**src/keyed_priority_queue_core_assert.svh**
```systemverilog
// Assertion macros for the keyed priority queue core.
`ifndef KEYED_PRIORITY_QUEUE_CORE_ASSERT_SVH
`define KEYED_PRIORITY_QUEUE_CORE_ASSERT_SVH
`ifndef SYNTHESIS
// Check that cons holds in the same cycle as ante.
`define KPQ_ASSERT_SAME(label, ante, cons) \
  label: assert property (@(posedge clk) disable iff (rst) (ante) |-> (cons)) \
    else $error("kpq assertion failed");
// Check that cons holds in the cycle after ante.
`define KPQ_ASSERT_NEXT(label, ante, cons) \
  label: assert property (@(posedge clk) disable iff (rst) (ante) |=> (cons)) \
    else $error("kpq assertion failed");
`else
`define KPQ_ASSERT_SAME(label, ante, cons)
`define KPQ_ASSERT_NEXT(label, ante, cons)
`endif
`endif

```
**src/kpq_pkg.sv**
```systemverilog
// Shared codes and types of the keyed priority queue.
`timescale 1ns / 1ps
package kpq_pkg;

  // Request types
  localparam logic [1:0] REQ_INSERT = 2'd0;
  localparam logic [1:0] REQ_REMOVE = 2'd1;
  localparam logic [1:0] REQ_UPDATE = 2'd2;
  localparam logic [1:0] REQ_POP    = 2'd3;

  // Result status codes
  localparam logic [1:0] ST_OK        = 2'd0;
  localparam logic [1:0] ST_NOT_FOUND = 2'd1;
  localparam logic [1:0] ST_EMPTY     = 2'd2;
  localparam logic [1:0] ST_FULL      = 2'd3;

  localparam int OCC_W = 5;

  // Cell operations
  localparam logic [1:0] OP_HOLD   = 2'd0;
  localparam logic [1:0] OP_INSERT = 2'd1;
  localparam logic [1:0] OP_DROP   = 2'd2;
  localparam logic [1:0] OP_POP    = 2'd3;

  // Flags a cell hands to its right neighbor
  typedef struct packed {
    logic ge;    // entry in use with priority >= request priority
    logic past;  // a key match sits at or before this cell
  } cell_flags_t;

endpackage

```
**src/kpq_req_if.sv**
```systemverilog
// Request channel interface of the keyed priority queue.
`timescale 1ns / 1ps
interface kpq_req_if #(
  parameter int KEY_BITS  = 16,
  parameter int PRIO_BITS = 8
);
  logic                 valid;
  logic                 ready;
  logic [1:0]           req_type;
  logic [KEY_BITS-1:0]  req_key;
  logic [PRIO_BITS-1:0] req_priority;

  modport source(output valid, req_type, req_key, req_priority, input ready);
  modport sink(input valid, req_type, req_key, req_priority, output ready);
endinterface

```
**src/kpq_rsp_if.sv**
```systemverilog
// Result channel interface of the keyed priority queue.
`timescale 1ns / 1ps
interface kpq_rsp_if #(
  parameter int KEY_BITS  = 16,
  parameter int PRIO_BITS = 8
);
  logic                 valid;
  logic                 ready;
  logic [1:0]           status;
  logic [KEY_BITS-1:0]  out_key;
  logic [PRIO_BITS-1:0] out_priority;
  logic [4:0]           occupancy;

  modport source(output valid, status, out_key, out_priority, occupancy, input ready);
  modport sink(input valid, status, out_key, out_priority, occupancy, output ready);
endinterface

```
**src/kpq_cell.sv**
```systemverilog
// One slot of the sorted list: holds an entry and trades it with its neighbors.
`timescale 1ns / 1ps
module kpq_cell
  import kpq_pkg::*;
#(
  parameter int KEY_BITS  = 16,
  parameter int PRIO_BITS = 8
) (
  input  logic                 clk,
  input  logic [1:0]           op,
  input  logic                 in_use,
  input  logic [KEY_BITS-1:0]  req_key,
  input  logic [PRIO_BITS-1:0] req_priority,
  input  cell_flags_t          left_flags,
  input  logic [KEY_BITS-1:0]  left_key,
  input  logic [PRIO_BITS-1:0] left_priority,
  input  logic [PRIO_BITS-1:0] left_cap,
  input  logic [KEY_BITS-1:0]  right_key,
  input  logic [PRIO_BITS-1:0] right_priority,
  output cell_flags_t          flags,
  output logic [KEY_BITS-1:0]  key,
  output logic [PRIO_BITS-1:0] priority_q,
  output logic [PRIO_BITS-1:0] cap
);

  logic                 past;
  logic                 match;
  logic [KEY_BITS-1:0]  key_next;
  logic [PRIO_BITS-1:0] prio_next;

  assign match     = in_use && (key == req_key);
  assign flags.ge  = in_use && (priority_q >= req_priority);
  assign flags.past = past;

  // Search wave: the first match and its priority ripple rightward one cell a cycle.
  always_ff @(posedge clk) begin
    past <= left_flags.past | match;
    cap  <= left_flags.past ? left_cap : priority_q;
  end

  always_comb begin
    key_next  = key;
    prio_next = priority_q;
    case (op)
      OP_INSERT: begin
        if (!flags.ge) begin
          if (left_flags.ge) begin
            key_next  = req_key;
            prio_next = req_priority;
          end else begin
            key_next  = left_key;
            prio_next = left_priority;
          end
        end
      end
      OP_DROP: begin
        if (past) begin
          key_next  = right_key;
          prio_next = right_priority;
        end
      end
      OP_POP: begin
        key_next  = right_key;
        prio_next = right_priority;
      end
      default: begin
      end
    endcase
  end

  always_ff @(posedge clk) begin
    key        <= key_next;
    priority_q <= prio_next;
  end

endmodule

```
**src/keyed_priority_queue_core.sv**
```systemverilog
// Top level of the keyed priority queue: cell chain, request sequencer, result register.
`timescale 1ns / 1ps
// Keyed priority queue. Holds up to DEPTH (key, priority) entries in a row of
// cells, sorted from highest to lowest priority, equal priorities in arrival
// order. Each request word on req gives exactly one result word on rsp.
// Insert and pop latch the request, then every cell shifts or loads in
// parallel as the result is written. Remove and update first run the key
// search, a wave that moves one cell per cycle down the chain, so its
// length is set by DEPTH; then comes the drop, and for update the reinsert.
// One request is in flight at a time; a finished result waits in the
// output register while the next request is accepted, and the sequencer
// stalls only when it must write a new result while the old one has not
// yet been taken. Duplicate keys are allowed; remove and update act on the
// one nearest the head.
module keyed_priority_queue_core
  import kpq_pkg::*;
#(
  parameter int DEPTH     = 16,
  parameter int KEY_BITS  = 16,
  parameter int PRIO_BITS = 8
) (
  input  logic      clk,
  input  logic      rst,
  kpq_req_if.sink   req,
  kpq_rsp_if.source rsp
);

`include "keyed_priority_queue_core_assert.svh"

  localparam int CNT_W = $clog2(DEPTH + 1);
  localparam int IDX_W = $clog2(DEPTH);

  localparam logic [2:0] S_IDLE = 3'd0;
  localparam logic [2:0] S_EXEC = 3'd1;
  localparam logic [2:0] S_SCAN = 3'd2;
  localparam logic [2:0] S_DEL  = 3'd3;
  localparam logic [2:0] S_INS  = 3'd4;

  logic [2:0]           state, state_next;
  logic [IDX_W-1:0]     step, step_next;
  logic [CNT_W-1:0]     count, count_next;
  logic [1:0]           cur_type;
  logic [KEY_BITS-1:0]  cur_key;
  logic [PRIO_BITS-1:0] cur_prio;
  logic [PRIO_BITS-1:0] old_prio, old_prio_next;
  logic [1:0]           cell_op;
  logic                 out_free;
  logic                 found;

  // result register
  logic                 rsp_valid;
  logic [1:0]           rsp_status;
  logic [KEY_BITS-1:0]  rsp_key;
  logic [PRIO_BITS-1:0] rsp_prio;
  logic [OCC_W-1:0]     rsp_occ;
  logic                 load;
  logic [1:0]           status_next;
  logic [KEY_BITS-1:0]  key_next;
  logic [PRIO_BITS-1:0] prio_next;
  logic [CNT_W-1:0]     occ_next;

  // cell chain wiring
  cell_flags_t          c_flags [DEPTH];
  logic [KEY_BITS-1:0]  c_key   [DEPTH];
  logic [PRIO_BITS-1:0] c_prio  [DEPTH];
  logic [PRIO_BITS-1:0] c_cap   [DEPTH];

  assign req.ready = (state == S_IDLE);
  assign out_free  = !rsp_valid || rsp.ready;
  // The tail of the search wave says whether any slot matched, and carries
  // the priority of the first match.
  assign found     = c_flags[DEPTH-1].past;

  genvar i;
  generate
    for (i = 0; i < DEPTH; i++) begin : g_cell
      cell_flags_t          l_flags;
      logic [KEY_BITS-1:0]  l_key;
      logic [PRIO_BITS-1:0] l_prio;
      logic [PRIO_BITS-1:0] l_cap;
      logic [KEY_BITS-1:0]  r_key;
      logic [PRIO_BITS-1:0] r_prio;

      if (i == 0) begin : g_head
        // Head cell: everything ahead of it counts as higher priority, no match.
        assign l_flags = '{ge: 1'b1, past: 1'b0};
        assign l_key   = '0;
        assign l_prio  = '0;
        assign l_cap   = '0;
      end else begin : g_body
        assign l_flags = c_flags[i-1];
        assign l_key   = c_key[i-1];
        assign l_prio  = c_prio[i-1];
        assign l_cap   = c_cap[i-1];
      end

      if (i == DEPTH - 1) begin : g_tail
        assign r_key  = '0;
        assign r_prio = '0;
      end else begin : g_inner
        assign r_key  = c_key[i+1];
        assign r_prio = c_prio[i+1];
      end

      kpq_cell #(
        .KEY_BITS (KEY_BITS),
        .PRIO_BITS(PRIO_BITS)
      ) u_cell (
        .clk           (clk),
        .op            (cell_op),
        .in_use        (count > CNT_W'(i)),
        .req_key       (cur_key),
        .req_priority  (cur_prio),
        .left_flags    (l_flags),
        .left_key      (l_key),
        .left_priority (l_prio),
        .left_cap      (l_cap),
        .right_key     (r_key),
        .right_priority(r_prio),
        .flags         (c_flags[i]),
        .key           (c_key[i]),
        .priority_q    (c_prio[i]),
        .cap           (c_cap[i])
      );
    end
  endgenerate

  // Sequencer: pick the cell operation and the result for each step.
  always_comb begin
    state_next    = state;
    step_next     = step;
    count_next    = count;
    old_prio_next = old_prio;
    cell_op       = OP_HOLD;
    load          = 1'b0;
    status_next   = ST_OK;
    key_next      = '0;
    prio_next     = '0;
    occ_next      = count;
    unique case (state)
      S_IDLE: begin
        if (req.valid) begin
          state_next = S_EXEC;
        end
      end
      S_EXEC: begin
        if (cur_type == REQ_INSERT) begin
          if (out_free) begin
            load       = 1'b1;
            state_next = S_IDLE;
            if (count == CNT_W'(DEPTH)) begin
              status_next = ST_FULL;
            end else begin
              cell_op    = OP_INSERT;
              count_next = count + 1'b1;
              occ_next   = count + 1'b1;
            end
          end
        end else if (cur_type == REQ_POP) begin
          if (out_free) begin
            load       = 1'b1;
            state_next = S_IDLE;
            if (count == '0) begin
              status_next = ST_EMPTY;
            end else begin
              cell_op    = OP_POP;
              key_next   = c_key[0];
              prio_next  = c_prio[0];
              count_next = count - 1'b1;
              occ_next   = count - 1'b1;
            end
          end
        end else begin
          step_next  = '0;
          state_next = S_SCAN;
        end
      end
      S_SCAN: begin
        // let the match wave settle across the whole chain
        if (step == IDX_W'(DEPTH - 1)) begin
          state_next = S_DEL;
        end else begin
          step_next = step + 1'b1;
        end
      end
      S_DEL: begin
        if (!found) begin
          if (out_free) begin
            load        = 1'b1;
            status_next = ST_NOT_FOUND;
            state_next  = S_IDLE;
          end
        end else if (cur_type == REQ_REMOVE) begin
          if (out_free) begin
            load       = 1'b1;
            cell_op    = OP_DROP;
            key_next   = cur_key;
            prio_next  = c_cap[DEPTH-1];
            count_next = count - 1'b1;
            occ_next   = count - 1'b1;
            state_next = S_IDLE;
          end
        end else begin
          // update: drop now, reinsert behind its new equals in S_INS
          cell_op       = OP_DROP;
          count_next    = count - 1'b1;
          old_prio_next = c_cap[DEPTH-1];
          state_next    = S_INS;
        end
      end
      S_INS: begin
        if (out_free) begin
          load       = 1'b1;
          cell_op    = OP_INSERT;
          key_next   = cur_key;
          prio_next  = old_prio;
          count_next = count + 1'b1;
          occ_next   = count + 1'b1;
          state_next = S_IDLE;
        end
      end
      default: begin
        state_next = S_IDLE;
      end
    endcase
  end

  always_ff @(posedge clk) begin
    if (rst) begin
      state     <= S_IDLE;
      count     <= '0;
      rsp_valid <= 1'b0;
    end else begin
      state <= state_next;
      count <= count_next;
      if (load) begin
        rsp_valid <= 1'b1;
      end else if (rsp.ready) begin
        rsp_valid <= 1'b0;
      end
    end
  end

  // Payload registers: no reset needed.
  always_ff @(posedge clk) begin
    step     <= step_next;
    old_prio <= old_prio_next;
    if (req.valid && req.ready) begin
      cur_type <= req.req_type;
      cur_key  <= req.req_key;
      cur_prio <= req.req_priority;
    end
    if (load) begin
      rsp_status <= status_next;
      rsp_key    <= key_next;
      rsp_prio   <= prio_next;
      rsp_occ    <= OCC_W'(occ_next);
    end
  end

  assign rsp.valid        = rsp_valid;
  assign rsp.status       = rsp_status;
  assign rsp.out_key      = rsp_key;
  assign rsp.out_priority = rsp_prio;
  assign rsp.occupancy    = rsp_occ;

  // Occupancy never exceeds the number of cells.
  `KPQ_ASSERT_SAME(a_count_bound, 1'b1, count <= CNT_W'(DEPTH))
  // A refused insert only happens on a full queue, an empty pop only on an empty one.
  `KPQ_ASSERT_SAME(a_full_occ, load && status_next == ST_FULL, count == CNT_W'(DEPTH))
  `KPQ_ASSERT_SAME(a_empty_occ, load && status_next == ST_EMPTY, count == '0)
  // A drop removes exactly one entry.
  `KPQ_ASSERT_NEXT(a_drop_count, cell_op == OP_DROP, count == $past(count) - 1'b1)

endmodule
```
**src/flat_wrapper.sv**
```systemverilog
// flat-port wrapper written by rule: the top's interface ports become plain ports
module keyed_priority_queue_core_flat import kpq_pkg::*;
#(
  parameter int DEPTH     = 16,
  parameter int KEY_BITS  = 16,
  parameter int PRIO_BITS = 8
)
  (clk, rst, req_valid, req_req_type, req_req_key, req_req_priority, req_ready, rsp_valid, rsp_status, rsp_out_key, rsp_out_priority, rsp_occupancy, rsp_ready);
  kpq_req_if #(.KEY_BITS(KEY_BITS), .PRIO_BITS(PRIO_BITS)) req_i ();
  kpq_rsp_if #(.KEY_BITS(KEY_BITS), .PRIO_BITS(PRIO_BITS)) rsp_i ();
  input  logic clk;
  input  logic rst;
  input wire logic [$bits(req_i.valid)-1:0] req_valid;
  input wire logic [$bits(req_i.req_type)-1:0] req_req_type;
  input wire logic [$bits(req_i.req_key)-1:0] req_req_key;
  input wire logic [$bits(req_i.req_priority)-1:0] req_req_priority;
  output wire logic [$bits(req_i.ready)-1:0] req_ready;
  output wire logic [$bits(rsp_i.valid)-1:0] rsp_valid;
  output wire logic [$bits(rsp_i.status)-1:0] rsp_status;
  output wire logic [$bits(rsp_i.out_key)-1:0] rsp_out_key;
  output wire logic [$bits(rsp_i.out_priority)-1:0] rsp_out_priority;
  output wire logic [$bits(rsp_i.occupancy)-1:0] rsp_occupancy;
  input wire logic [$bits(rsp_i.ready)-1:0] rsp_ready;
  assign req_i.valid = req_valid;
  assign req_i.req_type = req_req_type;
  assign req_i.req_key = req_req_key;
  assign req_i.req_priority = req_req_priority;
  assign req_ready = req_i.ready;
  assign rsp_valid = rsp_i.valid;
  assign rsp_status = rsp_i.status;
  assign rsp_out_key = rsp_i.out_key;
  assign rsp_out_priority = rsp_i.out_priority;
  assign rsp_occupancy = rsp_i.occupancy;
  assign rsp_i.ready = rsp_ready;
  keyed_priority_queue_core #(.DEPTH(DEPTH), .KEY_BITS(KEY_BITS), .PRIO_BITS(PRIO_BITS)) u_core (.clk(clk), .rst(rst), .req(req_i), .rsp(rsp_i));
endmodule
```
**config.mk**
```make
export PLATFORM = sky130hd
export DESIGN_NAME = keyed_priority_queue_core_flat
export DESIGN_NICKNAME = d
export VERILOG_FILES = /design/src/kpq_pkg.sv /design/src/kpq_req_if.sv /design/src/kpq_rsp_if.sv /design/src/kpq_cell.sv /design/src/keyed_priority_queue_core.sv /design/src/flat_wrapper.sv
export VERILOG_INCLUDE_DIRS = /design/src /design/src/src
export SDC_FILE = /design/constraint.sdc
export NUM_CORES = 1
export LEC_CHECK = 0
export BUFFER_PORTS_ARGS = -buffer_cell sky130_fd_sc_hd__buf_2
export CAP_MARGIN = 20
export CORE_MARGIN = 10
export CORE_UTILIZATION = 25
export DETAILED_ROUTE_END_ITERATION = 6
export PLACE_DENSITY = 0.44
export SYNTH_ARGS = -nofsm -noshare
export SYNTH_HDL_FRONTEND = slang
export SYNTH_SLANG_ARGS = --single-unit
```
**constraint.sdc**
```tcl
create_clock -name clk -period 10.95 [get_ports clk]
set_input_delay 1.095 -clock clk [delete_from_list [all_inputs] [get_ports clk]]
set_output_delay 1.095 -clock clk [all_outputs]
set_load 0.1 [all_outputs]
```
Word-level counts from Yosys, hierarchy flattened
Index checks and enable logic that the tools add are counted.
{"block": "totals", "reg_bits": 606, "out_inout_bits": 33, "wordCells": 465}
{"block": "op_classes", "addsub": 3, "order_cmp": 32, "n_eq_ne": 65, "muxes": 211, "bitwise_logic": 16, "n_reduce_logical": 62}
{"op": "16-bit 2-to-1 mux", "n": 54}
{"op": "16-bit one-hot mux with 3 select lines", "n": 17}
{"op": "8-bit 2-to-1 mux", "n": 70}
{"op": "8-bit one-hot mux with 3 select lines", "n": 17}
{"op": "16-bit equality test", "n": 16}
{"op": "8-bit >= comparator", "n": 16}
{"op": "2-bit inequality test, second input constant", "n": 37}
{"op": "5-bit 2-to-1 mux", "n": 12}
{"op": "3-bit AND reduction", "n": 17}
{"op": "5-bit by 4-bit > comparator with 1-bit output, second input constant", "n": 8}
{"op": "1-bit logical AND", "n": 33}
{"op": "2-bit 2-to-1 mux", "n": 15}
{"op": "5-bit one-hot mux with 3 select lines", "n": 2}
{"op": "3-bit 2-to-1 mux", "n": 7}
{"op": "5-bit by 3-bit > comparator with 1-bit output, second input constant", "n": 4}
{"op": "1-bit bitwise OR", "n": 15}
{"op": "3-bit one-hot mux with 5 select lines", "n": 1}
{"op": "4-bit 2-to-1 mux", "n": 3}
{"op": "5-bit by 1-bit > comparator with 1-bit output, second input constant", "n": 2}
{"op": "5-bit by 2-bit > comparator with 1-bit output, second input constant", "n": 2}
{"op": "1-bit 2-to-1 mux", "n": 9}
{"op": "4-bit one-hot mux with 2 select lines", "n": 1}
{"op": "2-bit equality test, second input constant", "n": 3}
{"op": "3-bit by 2-bit equality test with 1-bit output, second input constant", "n": 2}
{"op": "other kinds (22)", "n": 26}

Longest topological paths before layout
{"block": "depth", "word_depth": 9, "ltp_mapped": 11, "depth_no_buf": 7}

Cells and area by module
A second synthesis with hierarchy kept.
{"block": "unflattened", "cells_unflattened": 3179, "hier_area_um2": 34744.6}
{"mod": "kpq_cell at u_core.g_cell[15].u_cell ...", "n_inst": 10, "cells_per_inst": 178, "area_per_inst_um2": 1933.1, "seq_area_each_um2": 900.9}
{"mod": "kpq_cell at u_core.g_cell[0].u_cell ...", "n_inst": 6, "cells_per_inst": 176, "area_per_inst_um2": 1905.6, "seq_area_each_um2": 900.9}
{"mod": "keyed_priority_queue_core", "n_inst": 1, "cells_per_inst": 343, "area_per_inst_um2": 3980.1, "seq_area_each_um2": 2252.2}

Least setup slack after synthesis
Ideal clock, no wire load.
{"block": "synth_timing", "kind": "input port to flip-flop", "start": "input port rsp_ready", "end": "register u_core.g_cell[3].u_cell.key[0] (enable)", "setup_ns": 0.420, "arrival_ns": 3.647, "slack_ns": 6.884, "path_stages": 9, "n_path_buf": 4, "cell_sequence": "nor2b_1 > clkbuf_1 > nor4_4 > a21o_1 > buf_4 > buf_4 > buf_4 > a21oi_1 > a31oi_1"}
{"block": "synth_between", "elab_chain_len": 8, "elab_cells_between_ends": 17, "classes_between": "eq/ne (5); mux (9); reduce/logical (3)"}
{"item": "start, declared", "line_no": "flat_wrapper.sv:23", "source": "input wire logic [$bits(rsp_i.ready)-1:0] rsp_ready;"}
{"item": "1-bit logical OR *", "line_no": "keyed_priority_queue_core.sv:69", "source": "assign out_free = !rsp_valid || rsp.ready;"}
{"item": "2-bit 2-to-1 mux, on equally long branches", "line_no": "keyed_priority_queue_core.sv:160, keyed_priority_queue_core.sv:194"}
{"item": "2-bit 2-to-1 mux, on equally long branches", "line_no": "keyed_priority_queue_core.sv:159, keyed_priority_queue_core.sv:193"}
{"item": "2-bit 2-to-1 mux, on equally long branches", "line_no": "keyed_priority_queue_core.sv:147, keyed_priority_queue_core.sv:187"}
{"item": "2-bit one-hot mux with 3 select lines *", "line_no": "keyed_priority_queue_core.sv:140", "source": "unique case (state)"}
{"item": "2-bit by 1-bit equality test with 1-bit output or 2-bit equality test (tied branches)", "line_no": "kpq_cell.sv:44", "source": "case (op)"}
{"item": "2-bit inequality test (no source line) or 3-bit nonzero test (tied branches)"}
{"item": "3-bit AND reduction (no source line) *"}
{"item": "end signal, assigned", "line_no": "kpq_cell.sv:72", "source": "key <= key_next;"}
{"item": "end, declared", "line_no": "kpq_cell.sv:21", "source": "output logic [KEY_BITS-1:0] key,"}
Every way passes the cells marked *; elsewhere a longest branch is shown, timed or not.
A chain may end at the register's enable or synchronous reset.

Worst setup path in the final report
{"block": "layout_timing", "start": "register u_core.count[0]", "end": "register u_core.g_cell[8].u_cell.key[6] (enable)"}
{"block": "layout_between", "elab_chain_len": 9, "elab_cells_between_ends": 18, "classes_between": "order compare (1); eq/ne (6); mux (7); reduce/logical (4)"}
{"item": "start, declared", "line_no": "keyed_priority_queue_core.sv:41", "source": "logic [CNT_W-1:0] count, count_next;"}
{"item": "start signal, assigned", "line_no": "keyed_priority_queue_core.sv:235", "source": "count <= count_next;"}
{"item": "5-bit zero test", "line_no": "keyed_priority_queue_core.sv:163", "source": "if (count == '0) begin"}
{"item": "2-bit 2-to-1 mux", "line_no": "keyed_priority_queue_core.sv:163"}
{"item": "2-bit 2-to-1 mux", "line_no": "keyed_priority_queue_core.sv:160", "source": "if (out_free) begin"}
{"item": "2-bit 2-to-1 mux", "line_no": "keyed_priority_queue_core.sv:159", "source": "end else if (cur_type == REQ_POP) begin"}
{"item": "2-bit 2-to-1 mux", "line_no": "keyed_priority_queue_core.sv:147", "source": "if (cur_type == REQ_INSERT) begin"}
{"item": "2-bit one-hot mux with 3 select lines", "line_no": "keyed_priority_queue_core.sv:140"}
{"item": "2-bit by 1-bit equality test with 1-bit output or 2-bit equality test (tied branches)", "line_no": "kpq_cell.sv:44"}
{"item": "2-bit inequality test (no source line) or 3-bit nonzero test (tied branches)"}
{"item": "3-bit AND reduction (no source line) *"}
{"item": "end signal, assigned", "line_no": "kpq_cell.sv:72"}
{"item": "end, declared", "line_no": "kpq_cell.sv:21"}
Marked as above.

==> flow_metrics.tcl <==
set metrics [dict create \
    drtAntennaViolNets 0 \
    synth_edf_count 453 \
    rsz0062_at_grt "no" \
    crit_path_cell_trace "inv_1, ha_1, nor4b_2, nor4_4, buf_4, a21o_4, buf_4, buf_4, a21oi_1, a31oi_2, buf_4" \
    grtUsageTotal_pct 18.2 \
    crit_path_frequent_cell "buf_4" \
    antenna_found_initial 3 \
    die_width_um 388 \
    globalplace.congestion 0.849 \
    tns_ns 0 \
    design_area_um2 38900 \
    antenna_cells 0 \
    yosys-top-cells-area "edfxtp_1 40%, dfxtp_1 9.0%, ha_1 4.9%" \
    coreArea_um2 135000 \
    cts-htree-levels 3 \
    pin_count 63 \
    cts_buffers 77 \
    grt.busiest_layer "met2" \
    worst_skew_pair.late_latency_ns 0.65 \
    routedWlPerCell_um 27.9 \
    worst_pin_slew_ns 1.15 \
    synth-main-ff-cell "edfxtp_1" \
    cpPeakStageDelay_ns 0.82 \
    grt_max_degree 171 \
    cp_num_buf_inv 5 \
    num-nets-final 3485 \
    status "completed" \
    ctsHoldBuffers 0 \
    clk_pin_slew_ns 0.06 \
    postCtsSetupBuffers 0 \
    cts_resized 0 \
    crit_type "reg2reg" \
    first_pass_iters 6 \
    holdCritPathClass "reg2reg" \
    route.final.wire_length_um 144000 \
    timing.final.crit_share_pct 52.9 \
    min_period_ns 5.79 \
    power_density_nw_per_um2 181 \
    synth_top_area_share_pct 40.1 \
    dp.final_hpwl_um 96300 \
    grt_use_met3_pct 3.37 \
    crit_family "buffers and inverters" \
    cp_slowest_cell "buf_4" \
    crit_required_ns 11.27 \
    worst_setup_path_start_kind "flop" \
    clock_sinks 606 \
    grt_use_met1_pct 25.9 \
    syn_area_per_cell_um2 10.1 \
    finalClockSkew_ns 0.0188 \
    grt_pass1_vias 27800 \
    cts_tree "built" \
    io_buffers 62 \
    ys_warn_count 0 \
    synth_area_um2 33900 \
    ys_types 71 \
    max_freq_mhz 173 \
    crit_fanout 77 \
    synth_common_cells "453 x edfxtp_1, 285 x a21oi_1, 281 x nor2_1, 281 x o21ai_0, 256 x a31oi_1" \
    hold_viol 0 \
    grt_pass1_wl_um 207000 \
    postPlaceCellArea_um2 36300 \
    crit_path_end_kind "flop" \
    initial_core_util_pct 25.1 \
    ys_ff_latch 606 \
    cts_buffer_depth 3 \
    finalSetupViolCount 0 \
    fillers 14200 \
    syn_inst 3371 \
    finalMaxSlewViolations 0 \
    die_y_um 388 \
    synthArstFlopShare_pct 0 \
    ys_seq_area_share_pct 49.2 \
    max_cap_violations 0 \
    via_per_inst 5.59 \
    drive_above_1_share_pct 13.1 \
    drc_errors 0 \
    vias 28900 \
    grt_overflow 0 \
    grt_util_met2_pct 27.1 \
    yosysTopAreaCell "edfxtp_1" \
    root_buffer "clkbuf_16" \
    dr.first_iter.drc_count 3541 \
    die_area_um2 151000 \
    area_delta_synth_final_pct 14.8 \
    p_leak_nw 13.3 \
    relSlewSlack_pct 23.0 \
    synthesis.nets 3535 \
    std_cell_rows 135 \
    ir_drop_mv 0.117 \
    worstPathArrival_ns 6.11 \
    yosysMostFrequentCell "edfxtp_1" \
    p_total_mw 7.03 \
]
==> routing by layer <==
metal / vias up / routed length (um)
li1: 12600 / -
met1: 14500 / 65100
met2: 1497 / 61600
met3: 242 / 11900
met4: 2 / 5350
met5: - / 13
==> placed cells by master (no fill, tap or decap), drive strengths merged, types with 16 or more instances in the layout <==
| cell type | n |
|---|---|
| a22o | 16 |
| mux2 | 106 |
| o211ai | 167 |
| inv | 45 |
| nand2 | 231 |
| xor2 | 91 |
| a21oi | 285 |
| nand4 | 53 |
| nor4 | 21 |
| nand3 | 26 |
| a211oi | 18 |
| xnor2 | 169 |
| nor2 | 281 |
| o2111ai | 25 |
| nand2b | 18 |
| clkbuf | 109 |
| clkinv | 25 |
| ha | 134 |
| mux2i | 27 |
| nor3 | 54 |
| buf | 171 |
| dfxtp | 153 |
| edfxtp | 453 |
| o21ai | 289 |
| a31oi | 256 |
==> flip-flops by register name, summed over array words and instances, names as in the netlist <==
signal                           cells
u_core.cur_prio                      8
u_core.cur_type                      2
u_core.g_cell.u_cell.priority_q    128
u_core.rsp.status                    2
u_core.g_cell.u_cell.cap           128
u_core.g_cell.u_cell.key           256
u_core.rsp.out_priority              8
u_core.count                         5
u_core.rsp.out_key                  16
u_core.cur_key                      16
u_core.state                         3
u_core.step                          4
u_core.rsp.valid                     1
u_core.old_prio                      8
u_core.g_cell.u_cell.past           16
u_core.rsp.occupancy                 5
==> final timing paths <==
check                                                        startpoint                                        to  slack, ns  cells past startpoint
worst max register to register             u_core.count[0]$_SDFFE_PP0P_  u_core.g_cell[8].u_cell.key[6]$_DFFE_PP_       5.16                     11
worst max-delay path                       u_core.count[0]$_SDFFE_PP0P_  u_core.g_cell[8].u_cell.key[6]$_DFFE_PP_       5.16                     11
worst min-delay path            u_core.g_cell[13].u_cell.cap[0]$_DFF_P_   u_core.g_cell[14].u_cell.cap[0]$_DFF_P_       0.44                      2
worst min register to register  u_core.g_cell[13].u_cell.cap[0]$_DFF_P_   u_core.g_cell[14].u_cell.cap[0]$_DFF_P_       0.44                      2
==> through the flow <==
stage	util [%]	setup WS (ns)	hold slack [ns]	std cells
6_report	28.8	5.16	0.436	5166
5_1_grt	28.8	4.87	0.450	5166
4_1_cts	28.8	5.26	0.435	5165
3_5_place_dp	26.9	5.17	0.417	5022
3_3_place_gp	26.8	5.15	0.415	5019
2_1_floorplan	-	6.88	0.392	3371
==> tightest hold or removal path, delay by kind of cell, from the launching register on <==
kind,cells,cell delay (ns)
AO/OA/AOI/OAI,1,0.06
flip-flops,1,0.30
AND/OR/NAND/NOR,1,0.04
==> power breakdown <==
part	switching (mW)	internal [mW]
combinational	1.06	0.441
sequential	0.177	2.71
clock	1.08	1.55
==> logic make-up (layout without fill, tap and decap cells) <==
group           Yosys count  after routing  share of synthesized area (%)
fa+ha+maj               134            134                           4.95
simple gates            725            725                           9.47
flops                   606            606                           49.2
buf+inv                 340            354                           3.99
mux                     133            133                           4.32
xor+xnor                260            260                           6.72
compound gates         1173           1173                           21.4
==> layout make-up <==
type | count | area [um2] | area share, %
Clock inverter | 34 | 290 | 0.746
Tap cell | 1781 | 2230 | 5.73
Timing Repair Buffer | 171 | 1200 | 3.10
Sequential cell | 606 | 16700 | 42.8
Clock buffer | 109 | 2280 | 5.87
Inverter | 40 | 150 | 0.386
Multi-Input combinational cell | 2425 | 16100 | 41.3
No activity file was read; power rests on OpenSTA's default activity.
